===== config.mk =====
export PLATFORM = sky130hd
export DESIGN_NAME = controller_event_message_decoder
export DESIGN_NICKNAME = d
export VERILOG_FILES = /design/src/design/cemd_pkg.sv /design/src/design/controller_event_message_decoder.sv
export SDC_FILE = /design/constraint.sdc
export NUM_CORES = 1
export LEC_CHECK = 0
export ABC_AREA = 1
export BUFFER_PORTS_ARGS = -buffer_cell sky130_fd_sc_hd__buf_4
export CORE_ASPECT_RATIO = 2
export CORE_UTILIZATION = 44
export CTS_CLUSTER_SIZE = 14
export DETAILED_ROUTE_END_ITERATION = 8
export SLEW_MARGIN = 0
export SYNTH_ARGS = -nofsm -noshare
export SYNTH_HDL_FRONTEND = slang
export SYNTH_SLANG_ARGS = --single-unit
export TNS_END_PERCENT = 30

===== constraint.sdc =====
create_clock -name clk -period 10.74 [get_ports clk]
set_clock_uncertainty 0.1 [all_clocks]
set_input_delay 1.074 -clock clk [delete_from_list [all_inputs] [get_ports clk]]
set_output_delay 1.074 -clock clk [all_outputs]
set_load 0.02 [all_outputs]

===== src/design/cemd_pkg.sv =====
// Package for the controller event message decoder.
// It holds the magic words, the event kind codes and the result packing widths.
// It depends on nothing else.
package cemd_pkg;

  localparam logic [31:0] MAGIC_BUTTON    = 32'h0373_4e00;
  localparam logic [31:0] MAGIC_KNOB      = 32'h0365_4e00;
  localparam logic [31:0] MAGIC_MAIN_KNOB = 32'h0377_4e00;
  localparam logic [31:0] MAGIC_PAD       = 32'h0350_4e00;

  // Minimum message lengths and length thresholds in bytes, and the byte count limit
  localparam logic [4:0] LEN_BUTTON    = 5'd21;
  localparam logic [4:0] LEN_KNOB      = 5'd24;
  localparam logic [4:0] LEN_MAIN_KNOB = 5'd20;
  localparam logic [4:0] LEN_MAIN_WIDE = 5'd24;
  localparam logic [4:0] LEN_PAD       = 5'd28;
  localparam logic [4:0] COUNT_MAX     = 5'd31;

  // Byte offsets of the captured words
  localparam logic [4:0] OFS_W12     = 5'd12;
  localparam logic [4:0] OFS_W16     = 5'd16;
  localparam logic [4:0] OFS_W20     = 5'd20;
  localparam logic [4:0] OFS_W24     = 5'd24;
  localparam logic [4:0] OFS_W24_END = 5'd27;

  typedef enum logic [2:0] {
    KIND_NONE      = 3'd0,
    KIND_BUTTON    = 3'd1,
    KIND_KNOB      = 3'd2,
    KIND_MAIN_KNOB = 3'd3,
    KIND_PAD       = 3'd4
  } event_kind_t;

  localparam int RESULT_BITS = 3 + 32 + 32 + 32 + 1;
  localparam int TDATA_OUT_W = ((RESULT_BITS + 7) / 8) * 8;

endpackage


===== src/design/controller_event_message_decoder.sv =====
// Controller event message decoder: byte stream in, one decoded event per message out.
// Depends on cemd_pkg (magic words, kind codes, widths).
//
// Usage: message bytes stream in one per transfer, with tlast on the final byte.
// The block takes one byte every cycle while the result side keeps up. Bytes
// only update a saturating count and the captured words at offsets 0, 12, 16,
// 20 and 24. On the last byte the captured words and the length are copied
// into a snapshot register and the working state clears, so the next message
// can start in the following cycle. The snapshot is decoded in one pass into
// the output register, which holds the result until m_axis_tready takes it.
// s_axis_tready drops only while both the snapshot and output registers
// are full and m_axis_tready is low.
module controller_event_message_decoder
  import cemd_pkg::*;
(
  input  logic                   clk,
  input  logic                   rst,
  input  logic                   s_axis_tvalid,
  output logic                   s_axis_tready,
  input  logic [7:0]             s_axis_tdata,  // [7:0] data_byte
  input  logic                   s_axis_tlast,  // last_byte
  output logic                   m_axis_tvalid,
  input  logic                   m_axis_tready,
  // [2:0] event_kind, [34:3] control_id, [66:35] rotation,
  // [98:67] pressure, [99] pressed, [103:100] zero
  output logic [TDATA_OUT_W-1:0] m_axis_tdata
);

  // working state
  logic [4:0]  byte_count;
  logic [31:0] magic_word, word_at_12, word_at_16, word_at_20, word_at_24;
  logic [4:0]  byte_count_next;
  logic [31:0] magic_next, w12_next, w16_next, w20_next, w24_next;

  // snapshot stage
  logic        snap_valid;
  logic [4:0]  snap_len;
  logic [31:0] snap_magic, snap_w12, snap_w16, snap_w20, snap_w24;

  // result stage
  logic        out_valid;
  event_kind_t out_kind;
  logic [31:0] out_id, out_rot, out_pres;
  logic        out_pressed;

  event_kind_t dec_kind;
  logic [31:0] dec_id, dec_rot, dec_pres;
  logic        dec_pressed;
  logic [31:0] main_rot;

  logic out_free, snap_free, in_xfer;

  assign out_free      = !out_valid || m_axis_tready;
  assign snap_free     = !snap_valid || out_free;
  assign s_axis_tready = snap_free;
  assign in_xfer       = s_axis_tvalid && snap_free;

  function automatic logic [31:0] put_byte(input logic [31:0] w, input logic [1:0] lane,
                                            input logic [7:0] b);
    logic [31:0] r;
    r = w;
    unique case (lane)
      2'd0: r[7:0]   = b;
      2'd1: r[15:8]  = b;
      2'd2: r[23:16] = b;
      2'd3: r[31:24] = b;
      default: r = w;
    endcase
    return r;
  endfunction

  // capture of the current byte
  always_comb begin
    magic_next = magic_word;
    w12_next   = word_at_12;
    w16_next   = word_at_16;
    w20_next   = word_at_20;
    w24_next   = word_at_24;
    priority if (byte_count < 5'd4) begin
      magic_next = put_byte(magic_word, byte_count[1:0], s_axis_tdata);
    end else if (byte_count >= OFS_W12 && byte_count < OFS_W16) begin
      w12_next = put_byte(word_at_12, byte_count[1:0], s_axis_tdata);
    end else if (byte_count >= OFS_W16 && byte_count < OFS_W20) begin
      w16_next = put_byte(word_at_16, byte_count[1:0], s_axis_tdata);
    end else if (byte_count >= OFS_W20 && byte_count < OFS_W24) begin
      w20_next = put_byte(word_at_20, byte_count[1:0], s_axis_tdata);
    end else if (byte_count >= OFS_W24 && byte_count <= OFS_W24_END) begin
      w24_next = put_byte(word_at_24, byte_count[1:0], s_axis_tdata);
    end else begin
      magic_next = magic_word;
    end
    byte_count_next = (byte_count < COUNT_MAX) ? byte_count + 5'd1 : byte_count;
  end

  always_ff @(posedge clk) begin
    if (rst) begin
      byte_count <= '0;
      magic_word <= '0;
      word_at_12 <= '0;
      word_at_16 <= '0;
      word_at_20 <= '0;
      word_at_24 <= '0;
    end else if (in_xfer) begin
      if (s_axis_tlast) begin
        byte_count <= '0;
        magic_word <= '0;
        word_at_12 <= '0;
        word_at_16 <= '0;
        word_at_20 <= '0;
        word_at_24 <= '0;
      end else begin
        byte_count <= byte_count_next;
        magic_word <= magic_next;
        word_at_12 <= w12_next;
        word_at_16 <= w16_next;
        word_at_20 <= w20_next;
        word_at_24 <= w24_next;
      end
    end
  end

  // snapshot register
  always_ff @(posedge clk) begin
    if (rst) begin
      snap_valid <= 1'b0;
    end else if (snap_free) begin
      snap_valid <= in_xfer && s_axis_tlast;
    end
    if (in_xfer && s_axis_tlast) begin
      snap_len   <= byte_count_next;
      snap_magic <= magic_next;
      snap_w12   <= w12_next;
      snap_w16   <= w16_next;
      snap_w20   <= w20_next;
      snap_w24   <= w24_next;
    end
  end

  // decode
  assign main_rot = (snap_len >= LEN_MAIN_WIDE) ? snap_w20 : snap_w16;

  always_comb begin
    dec_kind    = KIND_NONE;
    dec_id      = '0;
    dec_rot     = '0;
    dec_pres    = '0;
    dec_pressed = 1'b0;
    unique case (snap_magic)
      MAGIC_BUTTON: begin
        if (snap_len >= LEN_BUTTON && snap_w12 == 32'd1) begin
          dec_kind    = KIND_BUTTON;
          dec_id      = snap_w16;
          dec_pressed = |snap_w20[7:0];
        end
      end
      MAGIC_KNOB: begin
        if (snap_len >= LEN_KNOB && snap_w16[31:3] == '0 && snap_w20 != '0) begin
          dec_kind = KIND_KNOB;
          dec_id   = snap_w16;
          dec_rot  = snap_w20;
        end
      end
      MAGIC_MAIN_KNOB: begin
        if (snap_len >= LEN_MAIN_KNOB && main_rot != '0) begin
          dec_kind = KIND_MAIN_KNOB;
          dec_rot  = main_rot;
        end
      end
      MAGIC_PAD: begin
        if (snap_len >= LEN_PAD && snap_w16[31:4] == '0) begin
          dec_kind    = KIND_PAD;
          // (3 - row) * 4 + column, row in bits 3:2
          dec_id      = {28'd0, ~snap_w16[3:2], snap_w16[1:0]};
          dec_pres    = snap_w24;
          dec_pressed = snap_w24 != '0;
        end
      end
      default: dec_kind = KIND_NONE;
    endcase
  end

  // result register
  always_ff @(posedge clk) begin
    if (rst) begin
      out_valid <= 1'b0;
    end else if (out_free) begin
      out_valid <= snap_valid;
    end
    if (out_free && snap_valid) begin
      out_kind    <= dec_kind;
      out_id      <= dec_id;
      out_rot     <= dec_rot;
      out_pres    <= dec_pres;
      out_pressed <= dec_pressed;
    end
  end

  assign m_axis_tvalid = out_valid;
  assign m_axis_tdata  = {{(TDATA_OUT_W - RESULT_BITS){1'b0}}, out_pressed, out_pres,
                          out_rot, out_id, out_kind};

`ifndef SYNTHESIS
  a_count_clears: assert property (@(posedge clk) disable iff (rst)
    (in_xfer && s_axis_tlast) |=> (byte_count == '0 && magic_word == '0))
    else $error("working state not cleared after last byte");

  a_snap_held: assert property (@(posedge clk) disable iff (rst)
    (snap_valid && !out_free) |=> snap_valid)
    else $error("snapshot lost while result stalled");

  a_reject_zero: assert property (@(posedge clk) disable iff (rst)
    (out_valid && out_kind == KIND_NONE) |->
      (out_id == '0 && out_rot == '0 && out_pres == '0 && !out_pressed))
    else $error("rejected result carries nonzero fields");

  a_pad_id_range: assert property (@(posedge clk) disable iff (rst)
    (out_valid && (out_kind == KIND_PAD || out_kind == KIND_KNOB)) |-> (out_id[31:4] == '0))
    else $error("pad or knob index out of range");
`endif

endmodule


Word level (Yosys, flattened, before mapping)
Cells that the tools add are included.

word-level totals
  flip-flop bits (word level) = 432
  input port bits = 13
  output and inout port bits = 106
  word-level logic and storage cells = 125

operators by class
  add/sub/neg operators = 1
  magnitude comparators = 14
  eq/ne operators = 8
  mux-type cells = 58
  bitwise gates (word level) = 1
  reductions and logical operators = 24

operator list
  kind                  number
  $mux 32               25
  $mux 8                20
  $eq 32x26->1 const B  4
  $pmux 32 s3           1
  $reduce_bool 32->1    3
  $pmux 32 s2           1
  $ge 5x5->1 const B    7
  $eq 32x1->1 const B   1
  $logic_not 29->1      1
  $logic_not 28->1      1
  $lt 5x5->1 const B    4
  $logic_and 1x1->1     12
  $pmux 3 s4            1
  $mux 5                2
  $reduce_or 8->1       1
  $add 5x1->5 const B   1
  $ge 5x4->1 const B    1
  $le 5x5->1 const B    1
  $lt 5x3->1 const B    1
  $eq 2x2->1 const B    2
  $mux 2                2
  $mux 4                1
  $mux 1                3
  $mux 3                1
  other kinds (7)       9

Longest topological paths before layout
  word-level depth = 8
  depth in mapped cells = 13
  mapped depth without buffers = 10

Worst setup path after synthesis
No wires, ideal clock.

  path type = in2reg
  start = in m_axis_tready
  end = reg snap_len[0] (enable)
  setup time = 693 ps
  arrival = 8569 ps
  required time = 9947 ps
  path slack = 1377 ps
  stages = 7
  buffers on the path = 1
  cells stage by stage = inv_1 -> nand2_1 -> nor2_1 -> inv_1 -> nand2_1 -> buf_2 -> nor2_1

on the way
  cells in the longest elaborated chain, start to end = 4

RTL lines
  element                 line                                     RTL
  start: declaration      controller_event_message_decoder.sv:23   input logic m_axis_tready,
  $logic_or 1x1->1        controller_event_message_decoder.sv:53   assign out_free = !out_valid || m_axis_tready;
  $logic_or 1x1->1        controller_event_message_decoder.sv:54   assign snap_free = !snap_valid || out_free;
  via s_axis_tready       controller_event_message_decoder.sv:19   output logic s_axis_tready,
  $logic_and 1x1->1       controller_event_message_decoder.sv:56   assign in_xfer = s_axis_tvalid && snap_free;
  $logic_and 1x1->1       controller_event_message_decoder.sv:129  if (in_xfer && s_axis_tlast) begin
  end signal: assignment  controller_event_message_decoder.sv:130  snap_len <= byte_count_next;
  end: declaration        controller_event_message_decoder.sv:37   logic [4:0] snap_len;

The timed path passes the listed nets, and every way through them passes these cells.
A chain may end at the register's enable or synchronous reset.

Final worst setup path
  start = in m_axis_tready
  end = reg snap_w20[11] (enable)

on the way
  cells in the longest elaborated chain, start to end = 4

RTL lines
  element                 line                                     RTL
  $logic_or 1x1->1        controller_event_message_decoder.sv:53
  $logic_or 1x1->1        controller_event_message_decoder.sv:54
  $logic_and 1x1->1       controller_event_message_decoder.sv:56
  $logic_and 1x1->1       controller_event_message_decoder.sv:129
  end signal: assignment  controller_event_message_decoder.sv:134  snap_w20 <= w20_next;
  end: declaration        controller_event_message_decoder.sv:38   logic [31:0] snap_magic, snap_w12, snap_w16, snap_w20, snap_w24;

Every way passes these cells.

==> parameters.txt <==
Parameter                              Value

Critical path
  Cell-by-cell listing of the critical path    buf_4 -> inv_1 -> nand2_1 -> nor2_1 -> inv_1 -> nand2_4 -> nor2_4 -> buf_4 -> buf_4
  Critical Path AT    4.50 ns
  Kind of cell adding the most delay to the critical path    buffers and inverters
  Critical Path Source    m_axis_tready
  Cell with the largest stage delay on the worst path    sky130_fd_sc_hd__buf_4
  Maximum fanout along the worst path    79
  Start-to-end type of the worst setup path    primary input to flop
  Data required time of the critical path    10.81 ns
  Most prevalent standard cell on the critical path    sky130_fd_sc_hd__buf_4
  Kind of capture point of the worst setup path    flop
  Crit path launch type    primary input
  Largest stage delay, worst path    0.89 ns
  Buffers & Inverters on Critical Path    5
  Startpoint of the lowest-slack register-to-register path    m_axis_tvalid

Synthesis
  Cell area after technology mapping    0.01839 mm^2
  Yosys warning total    0
  Average size of a mapped cell    9.100 um^2
  Xor and xnor area share after synthesis    0.04762%
  Area contributors post-synth    sky130_fd_sc_hd__edfxtp_1 (43%), sky130_fd_sc_hd__dfxtp_1 (18%), sky130_fd_sc_hd__nand2_1 (13%)
  Number of distinct library cells after synthesis    37
  Synth Area in Simple Gates    19.89%
  Most instantiated flip-flop cell in the synthesis netlist    sky130_fd_sc_hd__edfxtp_1
  Post-synthesis compound-gate area fraction    10.91%
  Number of enable-type register cells in the synthesized netlist    265
  Post-synthesis adder-cell area fraction    0.2721%
  Proportion of synthesized area in mux cells    0.2721%
  Yosys reg bits    432
  Portion of synthesized cell area occupied by the leading cell type    43.27%
  Post-synthesis cell type with the largest combined area    sky130_fd_sc_hd__edfxtp_1
  Main combinational cell family by area after synthesis    simple AND/OR/NAND/NOR gates
  Async set-reset flop share out of synthesis    0%
  Instance count of the mapped netlist    2021
  Proportion of synthesized chip area in sequential cells    61.45%

Run
  Count of maximum capacitance violations    0

Floorplan
  Die boundary width    146.6 um
  Vertical die dimension    291.1 um
  Core Footprint    0.04112 mm^2
  Cell row count    105
  Full die area    0.04267 mm^2
  Starting utilization of the core area    44.73%
  I/O pin count    119

Global route
  Via count of the first global-routing pass    12.93k
  Overall routing resource usage    21.84%
  Global-route wire length before repair    71.54 mm
  Number of antenna violations at the first check in global routing    0
  Grt ovf    0
  Maximum number of pins on one net before global-route repair    91

Power and ir drop
  Register share of total power    55.2%
  Internal Dissipation    0.002548 W
  Power after layout    0.003269 W
  Net switching fraction of the power    22.07%
  Pwr/cell area    158.7 mW/mm^2
  LEAKAGE    7.957 nW
  Clock Power Share    40.1%
  Total net switching power    0.0007214 W
  Part of the total power dissipated in combinational logic    4.7%
  Peak supply drop    0.1015 mV

Placement
  Port Buffer Count    114
  Total half-perimeter wirelength after legalization and detailed placement    30.46 mm
  Dpl cells    2569
  Gpl congestion    0.9576

Clock network
  Clock Sink Count    432
  Level count of the clock H-tree    2
  TritonCTS clock tree    built
  Insertion delay to the later sink of the worst-skew pair    0.54 ns
  Number of buffers added by the clock tree synthesis step    38
  Buffers from clock root to sink, at most    3
  Clk root buf    sky130_fd_sc_hd__clkbuf_16
  Number of buffers inserted for hold repair after clock tree synthesis    0
  # resized after CTS    0
  Post-CTS repair timing setup buffer count    0
  Clock edge transition at the registers on the reported setup and hold paths    0.06 ns

Drt
  First-pass detailed-route iteration total    5
  Antenna Nets Post-Route    0
  Post-detailed-route via-to-cell ratio    5.142
  Total wire length    46.18 mm
  Wire length per cell after detailed routing    17.50 um
  Total via count in the routed design    13.56k
  Count of routing violations after the opening detailed-route iteration    1056
  Post-detailed-route DRC marker count    0

Finish
  Most used cells in the layout excluding fill and tap cells    sky130_fd_sc_hd__nand2_1 (618), sky130_fd_sc_hd__edfxtp_1 (265), sky130_fd_sc_hd__nor2_1 (191)
  Antenna diode instance count    0
  Share of cells above drive strength 1    10.08%
  Nets    2091
  Total of fill cells in the finished design    3761
  Number of non-filler instances in the completed layout    2638
  Area of the multi-input gates    0.005822 mm^2
  Area growth from synthesis to final layout    11.99%
  Most common cell after layout, fill and taps aside    sky130_fd_sc_hd__nand2_1
  Area taken by flip-flops and latches    0.01130 mm^2

Timing
  Pin slew with the least headroom to its limit    1.099 ns
  Normalized max-slew margin    26.31%
  Hold Vio Cnt, Final    0
  Aggregate negative setup slack    0 ns
  Post-layout minimum cycle time    4.434 ns
  Final worst path period share    41.28%
  Max-slew violations    0
  Setup Viol. Count Final    0
  RSZ-0062 raised after global routing    false
  Achievable frequency    225.6 MHz

Outcome
  Result of the run    finished, final reports clean

Worst hold path
  Type of the worst min-delay path    flop to flop
  Min-delay src    word_at_16[19]
-- power by group through the flow --
stage / combinational (W) / clock [W] / sequential (W)
after detailed placement: 0.000155 / 0 / 0.00184
after floorplan: 0.0000835 / 0 / 0.00186
after global placement: 0.000154 / 0 / 0.00184
after CTS: 0.000155 / 0.00135 / 0.00181
final: 0.000153 / 0.00131 / 0.00180
after global routing: 0.000165 / 0.00140 / 0.00181
-- synth_stat cells, types with 2 or more instances --
master,number
sky130_fd_sc_hd__a21oi_1,139
sky130_fd_sc_hd__a22oi_1,31
sky130_fd_sc_hd__buf_2,37
sky130_fd_sc_hd__buf_4,15
sky130_fd_sc_hd__buf_6,12
sky130_fd_sc_hd__clkbuf_1,52
sky130_fd_sc_hd__clkinv_1,2
sky130_fd_sc_hd__dfxtp_1,167
sky130_fd_sc_hd__edfxtp_1,265
sky130_fd_sc_hd__ha_1,4
sky130_fd_sc_hd__inv_1,172
sky130_fd_sc_hd__inv_2,5
sky130_fd_sc_hd__mux2i_1,5
sky130_fd_sc_hd__nand2_1,619
sky130_fd_sc_hd__nand2_2,6
sky130_fd_sc_hd__nand3_1,25
sky130_fd_sc_hd__nand3b_1,34
sky130_fd_sc_hd__nand4_1,5
sky130_fd_sc_hd__nor2_1,193
sky130_fd_sc_hd__nor2_2,5
sky130_fd_sc_hd__nor3_1,4
sky130_fd_sc_hd__nor4_1,7
sky130_fd_sc_hd__o21ai_0,147
sky130_fd_sc_hd__o21ai_1,46
sky130_fd_sc_hd__o21ai_2,11
sky130_fd_sc_hd__or2_2,2
-- flip-flops by register name, summed over array words and instances, names as in the netlist, 5 cells and up --
| signal | count |
|---|---|
| byte_count | 5 |
| word_at_16 | 32 |
| word_at_12 | 32 |
| word_at_24 | 32 |
| out_id | 32 |
| snap_w12 | 32 |
| snap_magic | 32 |
| snap_w24 | 32 |
| out_pres | 32 |
| snap_len | 5 |
| word_at_20 | 32 |
| magic_word | 32 |
| out_rot | 32 |
| snap_w16 | 32 |
| snap_w20 | 32 |
-- tightest hold or removal path, cell delays in order (launching register included) --
cell and delay, ns:
sky130_fd_sc_hd__dfxtp_1 0.30, sky130_fd_sc_hd__nand2_1 0.06, sky130_fd_sc_hd__a21oi_1 0.05
-- cell families (layout without fill, tap and decap cells) --
logic type / after synthesis / after routing
AND/OR/NAND/NOR: 904 / 904
multiplexers: 5 / 5
adder cells (fa/ha/maj): 4 / 4
flip-flops: 432 / 432
buffers and inverters: 298 / 377
XOR/XNOR: 1 / 1
AO/OA/AOI/OAI: 376 / 376
other: 1 / 4
-- through the flow --
| stage | worst slack (ns) | utilization (%) | cell area [um^2] | hold WS [ns] |
|---|---|---|---|---|
| 2_1_floorplan | 1.377 | - | 18400 | 0.3398 |
| 3_3_place_gp | 5.657 | 47.25 | 19430 | 0.3473 |
| 3_5_place_dp | 5.626 | 47.25 | 19430 | 0.3520 |
| 4_1_cts | 6.198 | 50.09 | 20600 | 0.3618 |
| 5_1_grt | 5.944 | 50.09 | 20600 | 0.3742 |
| 6_report | 6.307 | 50.09 | 20600 | 0.3608 |
-- cell type report --
class / instances / area share (%)
flip-flops and latches: 432 / 54.87
well taps: 535 / 3.250
multi-input cells: 1294 / 28.27
repair buffers: 128 / 4.666
inverters: 180 / 3.287
clock inverters: 3 / 0.08505
clock buffers: 66 / 5.577
-- routing by layer --
metal / track usage (%) / up-vias / share of wire [%]
li1: - / 6710 / -
met1: 22.67 / 6383 / 36
met4: 11.71 / 0 / 5.3
met2: 42.07 / 366 / 55
met3: 2.476 / 105 / 4.0
met5: 0 / - / 0
-- path summary, 6_finish.rpt --
kind	end	slack, ns	cells past startpoint
setup / recovery	snap_w20[11]	6.31	9
setup reg to reg	snap_w20[11]	6.59	7
hold reg to reg	word_at_16[19]	0.36	2
hold / removal	word_at_16[19]	0.36	2
(Power assumes the default switching activity.)
